[src/design/sfdde_pkg.sv]
`default_nettype none

package sfdde_pkg;

  localparam int unsigned VALUE_BITS_DEF = 18;
  localparam int unsigned MAG_W          = 17;
  localparam int unsigned DIGITS         = 5;
  localparam int unsigned DIGIT_W        = 4;
  localparam int unsigned OCT_W          = 3;
  localparam int unsigned CODE_W         = 5;
  localparam int unsigned FMT_W          = 6;
  localparam int unsigned LATENCY        = 4;

  localparam logic [MAG_W-1:0]  DEC_MAX    = 17'd99999;
  localparam logic [MAG_W-1:0]  OCT_MAX    = 17'd32767;
  localparam logic [CODE_W-1:0] BLANK_CODE = 5'd0;

  // Reciprocal constants: floor(x / 10^k) == (x * R) >> S for every x below 2^17.
  localparam int unsigned RECIP_W = 18;
  localparam int unsigned PROD_W  = MAG_W + RECIP_W;

  localparam logic [RECIP_W-1:0] R10    = 18'd52429;
  localparam int unsigned        S10    = 19;
  localparam int unsigned        Q10_W  = 14;
  localparam logic [RECIP_W-1:0] R100   = 18'd167773;
  localparam int unsigned        S100   = 24;
  localparam int unsigned        Q100_W = 10;
  localparam logic [RECIP_W-1:0] R1K    = 18'd67109;
  localparam int unsigned        S1K    = 26;
  localparam int unsigned        Q1K_W  = 7;
  localparam logic [RECIP_W-1:0] R10K   = 18'd107375;
  localparam int unsigned        S10K   = 30;
  localparam int unsigned        Q10K_W = 4;

  // Sign and blanking decisions travel with the magnitude down the pipeline.
  // blank[0] belongs to the most significant digit.
  typedef struct packed {
    logic              plus;
    logic              minus;
    logic              dec;
    logic [DIGITS-1:0] blank;
  } info_t;

  // Low four bits of 10 * q; they depend only on the low bits of q.
  function automatic logic [DIGIT_W-1:0] mul10_lo(input logic [DIGIT_W-1:0] q);
    mul10_lo = {q[2:0], 1'b0} + {q[0], 3'b000};
  endfunction

  function automatic logic [CODE_W-1:0] seg_code(input logic [DIGIT_W-1:0] digit);
    logic [CODE_W-1:0] code;
    unique case (digit)
      4'd0:    code = 5'd21;
      4'd1:    code = 5'd3;
      4'd2:    code = 5'd25;
      4'd3:    code = 5'd27;
      4'd4:    code = 5'd15;
      4'd5:    code = 5'd30;
      4'd6:    code = 5'd28;
      4'd7:    code = 5'd19;
      4'd8:    code = 5'd29;
      default: code = 5'd31;
    endcase
    seg_code = code;
  endfunction

endpackage

`default_nettype wire

[src/design/signed_five_digit_display_encoder.sv]
// Channel   Direction  Handshake         Payload
// request   in         start_i, busy_o   value_i, blank_all_i, decimal_mode_i, format_mask_i
// result    out        done_o            plus_lamp_o, minus_lamp_o, digit_*_code_o
//
// A request is taken at every clock edge where start_i is high; busy_o stays low.
// A request passes through four registers: input register, magnitude register,
// quotient register and result register. done_o rises when the result register
// is loaded and marks the cycle in which the result is valid.
// One request per cycle is sustained; the reciprocal multiplies set the clock.
// Reset clears only the valid bits of the pipeline; the receiver cannot stall.
`default_nettype none

module signed_five_digit_display_encoder #(
  parameter int unsigned VALUE_BITS = sfdde_pkg::VALUE_BITS_DEF
) (
  input  logic                          clk_i,
  input  logic                          rst_ni,
  input  logic                          start_i,
  output logic                          busy_o,
  input  logic signed [VALUE_BITS-1:0]  value_i,
  input  logic                          blank_all_i,
  input  logic                          decimal_mode_i,
  input  logic [sfdde_pkg::FMT_W-1:0]   format_mask_i,
  output logic                          done_o,
  output logic                          plus_lamp_o,
  output logic                          minus_lamp_o,
  output logic [sfdde_pkg::CODE_W-1:0]  digit_one_code_o,
  output logic [sfdde_pkg::CODE_W-1:0]  digit_two_code_o,
  output logic [sfdde_pkg::CODE_W-1:0]  digit_three_code_o,
  output logic [sfdde_pkg::CODE_W-1:0]  digit_four_code_o,
  output logic [sfdde_pkg::CODE_W-1:0]  digit_five_code_o
);

  logic                         mag_valid;
  logic [sfdde_pkg::MAG_W-1:0]  mag;
  sfdde_pkg::info_t             info;

  assign busy_o = 1'b0;

  sfdde_front #(
    .VALUE_BITS(VALUE_BITS)
  ) u_front (
    .clk_i          (clk_i),
    .rst_ni         (rst_ni),
    .start_i        (start_i),
    .value_i        (value_i),
    .blank_all_i    (blank_all_i),
    .decimal_mode_i (decimal_mode_i),
    .format_mask_i  (format_mask_i),
    .valid_o        (mag_valid),
    .mag_o          (mag),
    .info_o         (info)
  );

  sfdde_back u_back (
    .clk_i              (clk_i),
    .rst_ni             (rst_ni),
    .valid_i            (mag_valid),
    .mag_i              (mag),
    .info_i             (info),
    .done_o             (done_o),
    .plus_lamp_o        (plus_lamp_o),
    .minus_lamp_o       (minus_lamp_o),
    .digit_one_code_o   (digit_one_code_o),
    .digit_two_code_o   (digit_two_code_o),
    .digit_three_code_o (digit_three_code_o),
    .digit_four_code_o  (digit_four_code_o),
    .digit_five_code_o  (digit_five_code_o)
  );

endmodule

`default_nettype wire

[src/design/sfdde_front.sv]
`default_nettype none

module sfdde_front #(
  parameter int unsigned VALUE_BITS = sfdde_pkg::VALUE_BITS_DEF
) (
  input  logic                                  clk_i,
  input  logic                                  rst_ni,
  input  logic                                  start_i,
  input  logic signed [VALUE_BITS-1:0]          value_i,
  input  logic                                  blank_all_i,
  input  logic                                  decimal_mode_i,
  input  logic [sfdde_pkg::FMT_W-1:0]           format_mask_i,
  output logic                                  valid_o,
  output logic [sfdde_pkg::MAG_W-1:0]           mag_o,
  output sfdde_pkg::info_t                      info_o
);

  localparam logic [VALUE_BITS-1:0] DecMaxExt = VALUE_BITS'(sfdde_pkg::DEC_MAX);
  localparam logic [VALUE_BITS-1:0] OctMaxExt = VALUE_BITS'(sfdde_pkg::OCT_MAX);
  localparam logic [VALUE_BITS-1:0] OneExt    = VALUE_BITS'(1);

  logic                          in_valid_q;
  logic [VALUE_BITS-1:0]         value_q;
  logic                          blank_q;
  logic                          dec_q;
  logic [sfdde_pkg::FMT_W-1:0]   fmt_q;

  logic                          neg;
  logic [VALUE_BITS-1:0]         abs_val;
  logic [sfdde_pkg::MAG_W-1:0]   mag_d, mag_q;
  sfdde_pkg::info_t              info_d, info_q;
  logic                          valid_q;

  always_ff @(posedge clk_i or negedge rst_ni) begin
    if (!rst_ni) begin
      in_valid_q <= 1'b0;
      valid_q    <= 1'b0;
    end else begin
      in_valid_q <= start_i;
      valid_q    <= in_valid_q;
    end
  end

  always_ff @(posedge clk_i) begin
    value_q <= value_i;
    blank_q <= blank_all_i;
    dec_q   <= decimal_mode_i;
    fmt_q   <= format_mask_i;
    mag_q   <= mag_d;
    info_q  <= info_d;
  end

  assign neg     = value_q[VALUE_BITS-1];
  assign abs_val = neg ? (~value_q + OneExt) : value_q;

  always_comb begin
    if (dec_q) begin
      mag_d = (abs_val > DecMaxExt) ? sfdde_pkg::DEC_MAX : abs_val[sfdde_pkg::MAG_W-1:0];
    end else if (neg) begin
      // Negative values have no octal form; they show as zero.
      mag_d = '0;
    end else begin
      mag_d = (value_q > OctMaxExt) ? sfdde_pkg::OCT_MAX : value_q[sfdde_pkg::MAG_W-1:0];
    end
  end

  always_comb begin
    info_d.plus  = !blank_q && dec_q && !fmt_q[0] && !neg;
    info_d.minus = !blank_q && dec_q && !fmt_q[0] && neg;
    info_d.dec   = dec_q;
    info_d.blank = fmt_q[sfdde_pkg::FMT_W-1:1] | {sfdde_pkg::DIGITS{blank_q}};
  end

  assign valid_o = valid_q;
  assign mag_o   = mag_q;
  assign info_o  = info_q;

endmodule

`default_nettype wire

[src/design/sfdde_back.sv]
`default_nettype none

module sfdde_back (
  input  logic                          clk_i,
  input  logic                          rst_ni,
  input  logic                          valid_i,
  input  logic [sfdde_pkg::MAG_W-1:0]   mag_i,
  input  sfdde_pkg::info_t              info_i,
  output logic                          done_o,
  output logic                          plus_lamp_o,
  output logic                          minus_lamp_o,
  output logic [sfdde_pkg::CODE_W-1:0]  digit_one_code_o,
  output logic [sfdde_pkg::CODE_W-1:0]  digit_two_code_o,
  output logic [sfdde_pkg::CODE_W-1:0]  digit_three_code_o,
  output logic [sfdde_pkg::CODE_W-1:0]  digit_four_code_o,
  output logic [sfdde_pkg::CODE_W-1:0]  digit_five_code_o
);

  localparam int unsigned PW = sfdde_pkg::PROD_W;
  localparam int unsigned DW = sfdde_pkg::DIGIT_W;
  localparam int unsigned OW = sfdde_pkg::OCT_W;
  localparam int unsigned ND = sfdde_pkg::DIGITS;

  logic [PW-1:0] mag_ext;
  logic [PW-1:0] p10, p100, p1k, p10k;

  logic [sfdde_pkg::Q10_W-1:0]  q10_q;
  logic [sfdde_pkg::Q100_W-1:0] q100_q;
  logic [sfdde_pkg::Q1K_W-1:0]  q1k_q;
  logic [sfdde_pkg::Q10K_W-1:0] q10k_q;
  logic [sfdde_pkg::MAG_W-1:0]  mag_q;
  sfdde_pkg::info_t             info_q;
  logic                         valid_q;

  logic [DW-1:0]                     dec_dig [ND];
  logic [DW-1:0]                     digit   [ND];
  logic [sfdde_pkg::CODE_W-1:0]      code_d  [ND];
  logic [sfdde_pkg::CODE_W-1:0]      code_q  [ND];
  logic                              plus_q;
  logic                              minus_q;
  logic                              done_q;

  // All four quotients come from parallel reciprocal multiplies.
  assign mag_ext = {{sfdde_pkg::RECIP_W{1'b0}}, mag_i};
  assign p10  = mag_ext * {{sfdde_pkg::MAG_W{1'b0}}, sfdde_pkg::R10};
  assign p100 = mag_ext * {{sfdde_pkg::MAG_W{1'b0}}, sfdde_pkg::R100};
  assign p1k  = mag_ext * {{sfdde_pkg::MAG_W{1'b0}}, sfdde_pkg::R1K};
  assign p10k = mag_ext * {{sfdde_pkg::MAG_W{1'b0}}, sfdde_pkg::R10K};

  always_ff @(posedge clk_i or negedge rst_ni) begin
    if (!rst_ni) begin
      valid_q <= 1'b0;
      done_q  <= 1'b0;
    end else begin
      valid_q <= valid_i;
      done_q  <= valid_q;
    end
  end

  always_ff @(posedge clk_i) begin
    q10_q  <= p10[sfdde_pkg::S10 +: sfdde_pkg::Q10_W];
    q100_q <= p100[sfdde_pkg::S100 +: sfdde_pkg::Q100_W];
    q1k_q  <= p1k[sfdde_pkg::S1K +: sfdde_pkg::Q1K_W];
    q10k_q <= p10k[sfdde_pkg::S10K +: sfdde_pkg::Q10K_W];
    mag_q  <= mag_i;
    info_q <= info_i;
  end

  // Each decimal digit is floor(x / 10^k) - 10 * floor(x / 10^(k+1)); the
  // difference is below ten, so four bits of arithmetic are enough.
  always_comb begin
    dec_dig[0] = q10k_q;
    dec_dig[1] = q1k_q[DW-1:0]  - sfdde_pkg::mul10_lo(q10k_q);
    dec_dig[2] = q100_q[DW-1:0] - sfdde_pkg::mul10_lo(q1k_q[DW-1:0]);
    dec_dig[3] = q10_q[DW-1:0]  - sfdde_pkg::mul10_lo(q100_q[DW-1:0]);
    dec_dig[4] = mag_q[DW-1:0]  - sfdde_pkg::mul10_lo(q10_q[DW-1:0]);
  end

  always_comb begin
    for (int i = 0; i < ND; i++) begin
      digit[i]  = info_q.dec ? dec_dig[i] : {1'b0, mag_q[OW*(ND-1-i) +: OW]};
      code_d[i] = info_q.blank[i] ? sfdde_pkg::BLANK_CODE : sfdde_pkg::seg_code(digit[i]);
    end
  end

  always_ff @(posedge clk_i) begin
    plus_q  <= info_q.plus;
    minus_q <= info_q.minus;
    for (int i = 0; i < ND; i++) begin
      code_q[i] <= code_d[i];
    end
  end

  assign done_o             = done_q;
  assign plus_lamp_o        = plus_q;
  assign minus_lamp_o       = minus_q;
  assign digit_one_code_o   = code_q[0];
  assign digit_two_code_o   = code_q[1];
  assign digit_three_code_o = code_q[2];
  assign digit_four_code_o  = code_q[3];
  assign digit_five_code_o  = code_q[4];

endmodule

`default_nettype wire

[config.mk]
export PLATFORM = sky130hd
export DESIGN_NAME = signed_five_digit_display_encoder
export DESIGN_NICKNAME = d
export VERILOG_FILES = /design/src/design/sfdde_pkg.sv /design/src/design/signed_five_digit_display_encoder.sv /design/src/design/sfdde_front.sv /design/src/design/sfdde_back.sv
export SDC_FILE = /design/constraint.sdc
export NUM_CORES = 1
export LEC_CHECK = 0
export ABC_CLOCK_PERIOD_IN_PS = 14500
export BUFFER_PORTS_ARGS = -buffer_cell sky130_fd_sc_hd__buf_2
export CORE_UTILIZATION = 50
export DETAILED_ROUTE_END_ITERATION = 10
export PLACE_DENSITY = 0.72
export SLEW_MARGIN = 20
export SYNTH_ARGS = -nofsm -noshare
export SYNTH_HDL_FRONTEND = slang
export SYNTH_HIERARCHICAL = 1
export SYNTH_SLANG_ARGS = --single-unit
[constraint.sdc]
create_clock -name clk_i -period 14.5 [get_ports clk_i]
set_input_delay 2.9 -clock clk_i [delete_from_list [all_inputs] [get_ports clk_i]]
set_output_delay 2.9 -clock clk_i [all_outputs]
set_load 0.05 [all_outputs]
==> Yosys cells after proc, flatten, opt, wreduce, memory -nomap -nowiden <==
Memories as Yosys holds them, arrays and structs flattened.
Cells that the tools add are included.
{ "word_totals": {"ram_bits": 25, "wordCells": 69, "mem_count": 6, "ff_bits": 96, "output_inout_bits": 29, "romBits": 400} }
{ "op_classes": {"n_addsub": 9, "reduce_logical": 7, "n_mux": 15, "n_lt_le_gt_ge": 2, "bitwise_logic": 2, "mul": 4} }
{ "memory_table": {"columns": ["name", "words", "width", "rd", "rd_ports_with_merged_regs", "write_ports", "line_no", "rtl"], "rows": [
  ["(no name shown)", 16, 5, 1, 0, 0, "sfdde_pkg.sv:51", "unique case (digit)"],
  ["(no name shown)", 16, 5, 1, 0, 0, "sfdde_pkg.sv:51", null],
  ["(no name shown)", 16, 5, 1, 0, 0, "sfdde_pkg.sv:51", null],
  ["(no name shown)", 16, 5, 1, 0, 0, "sfdde_pkg.sv:51", null],
  ["(no name shown)", 16, 5, 1, 0, 0, "sfdde_pkg.sv:51", null],
  ["u_back.code_q", 5, 5, 5, 0, 5, "sfdde_back.sv:38", "logic [sfdde_pkg::CODE_W-1:0] code_q [ND];"]
]} }
{ "op_table": {"columns": ["cell", "count"], "rows": [
  ["2-to-1 mux 17 bit", 4],
  ["multiplier 17 x 17 -> 34 bit, second input constant", 1],
  ["multiplier 17 x 17 -> 30 bit, second input constant", 1],
  ["multiplier 17 x 18 -> 28 bit, second input constant", 1],
  ["2-to-1 mux 5 bit", 5],
  ["multiplier 17 x 16 -> 23 bit, second input constant", 1],
  ["2-to-1 mux 4 bit", 5],
  ["adder 18 x 1 -> 18 bit, second input constant", 1],
  ["> comparator 18 x 15 -> 1 bit, second input constant", 1],
  ["> comparator 18 x 17 -> 1 bit, second input constant", 1],
  ["2-to-1 mux 18 bit", 1],
  ["NOT 18 bit", 1],
  ["adder 4 bit", 4],
  ["subtractor 4 bit", 4],
  ["OR 5 bit", 1],
  ["logical AND 1 bit", 4],
  ["zero test 1 bit", 3]
]} }

==> Depth between registers and ports, before layout <==
{ "depth": {"depth_word": 6, "depth_mapped": 20, "ltp_nobuf": 20} }

==> Hierarchy <==
The synthesis kept the hierarchy.
{ "modules_own_cells": {"columns": ["module", "seq_area_each_um2", "cells_per_inst", "instances", "area_per_inst_um2"], "rows": [
  ["sfdde_back", 1371.3, 1789, 1, 18017.3],
  ["sfdde_front", 1071.0, 238, 1, 2228.4],
  ["signed_five_digit_display_encoder", 0.0, 2, 1, 11.3]
]} }

==> Worst setup path after synthesis <==
OpenSTA, ideal clock, no wires.
{ "synth_timing": {"kind": "register -> register", "start": "register u_front.mag_q, in the netlist u_front/mag_o[6]", "end": "register u_back/q10k_q[2] in the netlist's numbering", "path_stages_with_launch": 21, "path_buffers": 0, "slack_ps": 8863, "period_less_slack_ps": 5637, "t_arrival_ps": 5518, "path_cell_list": "dfxtp_1 -> inv_1 -> ha_1 -> inv_1 -> fa_1 -> inv_1 -> fa_1 -> inv_1 -> fa_1 -> fa_1 -> inv_1 -> fa_1 -> inv_1 -> ha_1 -> a21o_1 -> a21o_1 -> a21oi_1 -> nor2_1 -> a211o_1 -> a221o_1 -> xor2_1"} }
{ "synth_between": {"elab_chain_cells": 1} }
{ "synth_rtl": {"columns": ["item", "line_no", "rtl"], "rows": [
  ["start: declaration", "sfdde_front.sv:30", "logic [sfdde_pkg::MAG_W-1:0] mag_d, mag_q;"],
  ["start signal: assignment", "sfdde_front.sv:49", "mag_q <= mag_d;"],
  ["multiplier 17 x 17 -> 34 bit", "sfdde_back.sv:48", "assign p10k = mag_ext * {{sfdde_pkg::MAG_W{1'b0}}, sfdde_pkg::R10K};"],
  ["via u_back.p10k[32]", "sfdde_back.sv:25", "logic [PW-1:0] p10, p100, p1k, p10k;"],
  ["end signal: assignment", "sfdde_back.sv:64", "q10k_q <= p10k[sfdde_pkg::S10K +: sfdde_pkg::Q10K_W];"],
  ["end: declaration", "sfdde_back.sv:30", "logic [sfdde_pkg::Q10K_W-1:0] q10k_q;"]
]} }
The timed path passes the listed nets, and every way through them passes these cells.

==> Final worst setup path <==
{ "layout_timing": {"start": "register u_front.mag_q, in the netlist u_front/mag_o[1]", "end": "register u_back/q10k_q[2] in the netlist's numbering"} }
Same word-level chain as after synthesis.

==> flow_metrics.py <==
metrics = {
    "timing": {
        "worst_pin_slew_ns": 0.984,
        "holdWs_ns": 0.329,
        "final.period_utilization": 0.438,
        "setup_viol": 0,
        "slew_violations": 0,
        "worst_slack_ns": 8.15,
        "fin_tns_setup_ns": 0,
        "fmax_mhz": 158,
        "hold_viol": 0,
        "relSlewSlack": 0.342,
        "min_period_ns": 6.35,
        "finClkSkew_ns": 0.0240,
        "rsz0062_at_grt": "no",
    },
    "clock_network": {
        "clk_pin_slew_worst_paths_ns": 0.08,
        "clock_path_buffers": 2,
        "cts_root_buf": "clkbuf_16",
        "cts_setup_buffers": 0,
        "clock_latency_ns": 0.43,
        "cts_tree": "yes",
        "cts_resized": 0,
        "cts.sinks": 121,
        "htree_num_levels": 4,
        "numCtsBuffers": 17,
        "postCtsHoldBufs": 0,
    },
    "die": {
        "coreArea_sq_um": 39800,
        "die-area_sq_um": 41300,
        "initial_utilization": 0.509,
        "ioPinCount": 58,
        "fp.dieW_microns": 203,
        "rows": 73,
        "die_h_microns": 203,
    },
    "hold_path": {
        "hold-path-cell-count": 0,
        "holdCritStartpoint": "u_front/info_o[0]",
        "worstHoldPathType": "reg -> reg",
        "hold_end": "u_back/info_q[0]",
    },
    "synth": {
        "avgSynthCellArea_sq_um": 9.98,
        "synthArstFlopShare": 0.0331,
        "synth_cells": 2029,
        "synth.distinct_cells": 78,
        "yosys_warnings": 6,
        "ys.flop_type": "dfxtp_1",
        "synth_edf_count": 0,
        "syn_area_sq_um": 20300,
        "synth-seq-area-share": 0.121,
        "synth_nets": 2826,
        "ys_seq_elements": 121,
    },
    "route": {
        "drtAntennaViolNets": 0,
        "vias": 13900,
        "via_per_inst": 5.27,
        "drt_first_pass_iters": 5,
        "routed_wirelength_microns": 50300,
        "routedWlPerCell_microns": 19.1,
        "drt_iter0_drc": 875,
        "drc": 0,
    },
    "critical_path": {
        "crit_arrival_ns": 6.66,
        "critPathSlowestCell": "xor2_1",
        "rr_worst_depth": 20,
        "r2r-start": "u_front/mag_o[1]",
        "cp-end-kind": "flip-flop",
        "r2r_slack_ns": 8.15,
        "cp_max_fo": 12,
        "r2r-end": "u_back/q10k_q[2]",
        "crit_type": "reg -> reg",
        "critPathLaunchType": "flip-flop",
        "worstPathRequired_ns": 14.81,
        "crit_top_cell": "fa_1",
        "crit_chain": "buf_4 > ha_1 > xor2_1 > ha_1 > nor2_1 > fa_1 > inv_1 > fa_1 > fa_1 > inv_1 > fa_1 > inv_1 > ha_1 > a21oi_1 > o21ai_0 > a211oi_1 > o31ai_1 > a211o_1 > a221o_1 > xor2_1",
        "crit_path_max_incr_delay_ns": 0.67,
    },
    "global_route": {
        "grt_pass1_vias": 15300,
        "grt.total_usage": 0.261,
        "antenna_found_initial": 0,
        "grt_pass1_wl_microns": 81800,
        "grt.overflow.total": 0,
        "grt_max_degree": 35,
    },
    "layout": {
        "nets": 2899,
        "areaGrowthSynthToFinish_pct": 7.61,
        "drive_above_1_share": 0.0709,
        "num_antenna_cells": 0,
    },
    "placement": {
        "dp_hpwl_microns": 41300,
        "pre_cts_slack_ns": 8.26,
        "place.gp.congestion": 0.952,
        "io_buffer_count": 56,
    },
    "run": {
        "cap_violations": 0,
    },
    "status": {
        "status": "finished clean",
    },
}
worst max path at each step:
stage / start / end / cells after the start
floorplan: u_front/mag_o[6] / u_back/q10k_q[2] / 20
global placement: u_front/mag_o[1] / u_back/q10_q[2] / 18
detailed placement: u_front/mag_o[1] / u_back/q10k_q[2] / 20
CTS: u_front/mag_o[1] / u_back/q10k_q[2] / 20
global route: u_front/mag_o[1] / u_back/q10k_q[2] / 20
finish: u_front/mag_o[1] / u_back/q10k_q[2] / 20
cells in the final DEF, fill, tap and decap left out, types with 13 or more instances in the layout:
master and count:
inv_1 616, ha_1 441, fa_1 327, dfxtp_1 117, a21oi_1 69, nand2_1 57, buf_2 56, xnor2_1 49
nor2_1 41, o21ai_0 30, a21o_1 24, xor2_1 24, buf_4 19, clkbuf_16 17, nor3_1 17, nand3_1 14
nand4_1 13
layer usage:
metal | wire length (microns) | global-route usage | part of all wire
met5 | 0 | 0 | 0
met4 | 2210 | 0.104 | 0.044
met3 | 3660 | 0.0582 | 0.073
met2 | 23800 | 0.436 | 0.47
met1 | 20700 | 0.328 | 0.41
sequential cells by signal (all words and copies together) (netlist names):
register,flops
u_back/valid_q,1
u_back/mag_q,15
u_back/q100_q,4
u_front/info_o,8
u_front/mag_o,17
u_back/minus_lamp_o,1
u_front/in_valid_q,1
u_back/code_q,25
u_back/done_o,1
u_back/q10_q,4
u_front/value_q,18
u_back/info_q,8
u_front/valid_o,1
u_back/plus_lamp_o,1
u_back/q1k_q,4
u_front/blank_q,1
u_front/dec_q,1
u_front/fmt_q,6
u_back/q10k_q,4
worst max-delay path, delay by kind of cell (launching register included):
family	cells	cell delay (ns)
AND/OR/NAND/NOR	1	0.06
flip-flops	1	0.49
AO/OA/AOI/OAI	6	1.29
buffers and inverters	4	0.49
XOR/XNOR	2	0.82
adder cells (fa/ha/maj)	7	3.06
final cells by class:
cell class | instances | area, sq um
Clock buffer | 18 | 439
Fill cell | 3447 | 18000
Inverter | 617 | 2320
Multi-Input combinational cell | 1270 | 15400
Tap cell | 525 | 657
Timing Repair Buffer | 75 | 423
Sequential cell | 121 | 2440
Clock inverter | 14 | 138
cell families (layout without fill, tap and decap cells):
group	Yosys count	after routing	share of synthesized area
adders and majority gates	768	768	0.596
DFF	121	121	0.121
and+or+nand+nor	194	194	0.0494
muxes	24	24	0.0126
xor gates and xnor gates	73	73	0.0316
other	1	1	0.000185
AOI/OAI and AO/OA	210	210	0.0702
buffers and inverters	638	724	0.120
cell usage after synthesis, drive strengths merged, types with 12 or more instances:
library cell	number	area [sq um]
nand2	57	214
inv	616	2310
xnor2	49	429
nor2	41	154
a21o	24	180
nor3	19	118
nand3	14	70.1
dfxtp	117	2340
fa	327	6550
clkbuf	12	57.6
mux2	12	135
mux2i	12	120
xor2	24	210
a21oi	70	362
o21ai	31	159
nand4	14	93.8
ha	441	5520
metrics by stage:
stage | cells | cell area, sq um | utilization
after CTS | 2640 | 21800 | 0.547
final | 2640 | 21800 | 0.547
after global routing | 2640 | 21800 | 0.547
after global placement | 2608 | 21200 | 0.533
after detailed placement | 2608 | 21200 | 0.533
after floorplan | 2029 | 20300 | -
Power is not shown: default switching activity piles up to over one toggle a cycle in this logic, so the estimate is an artifact.
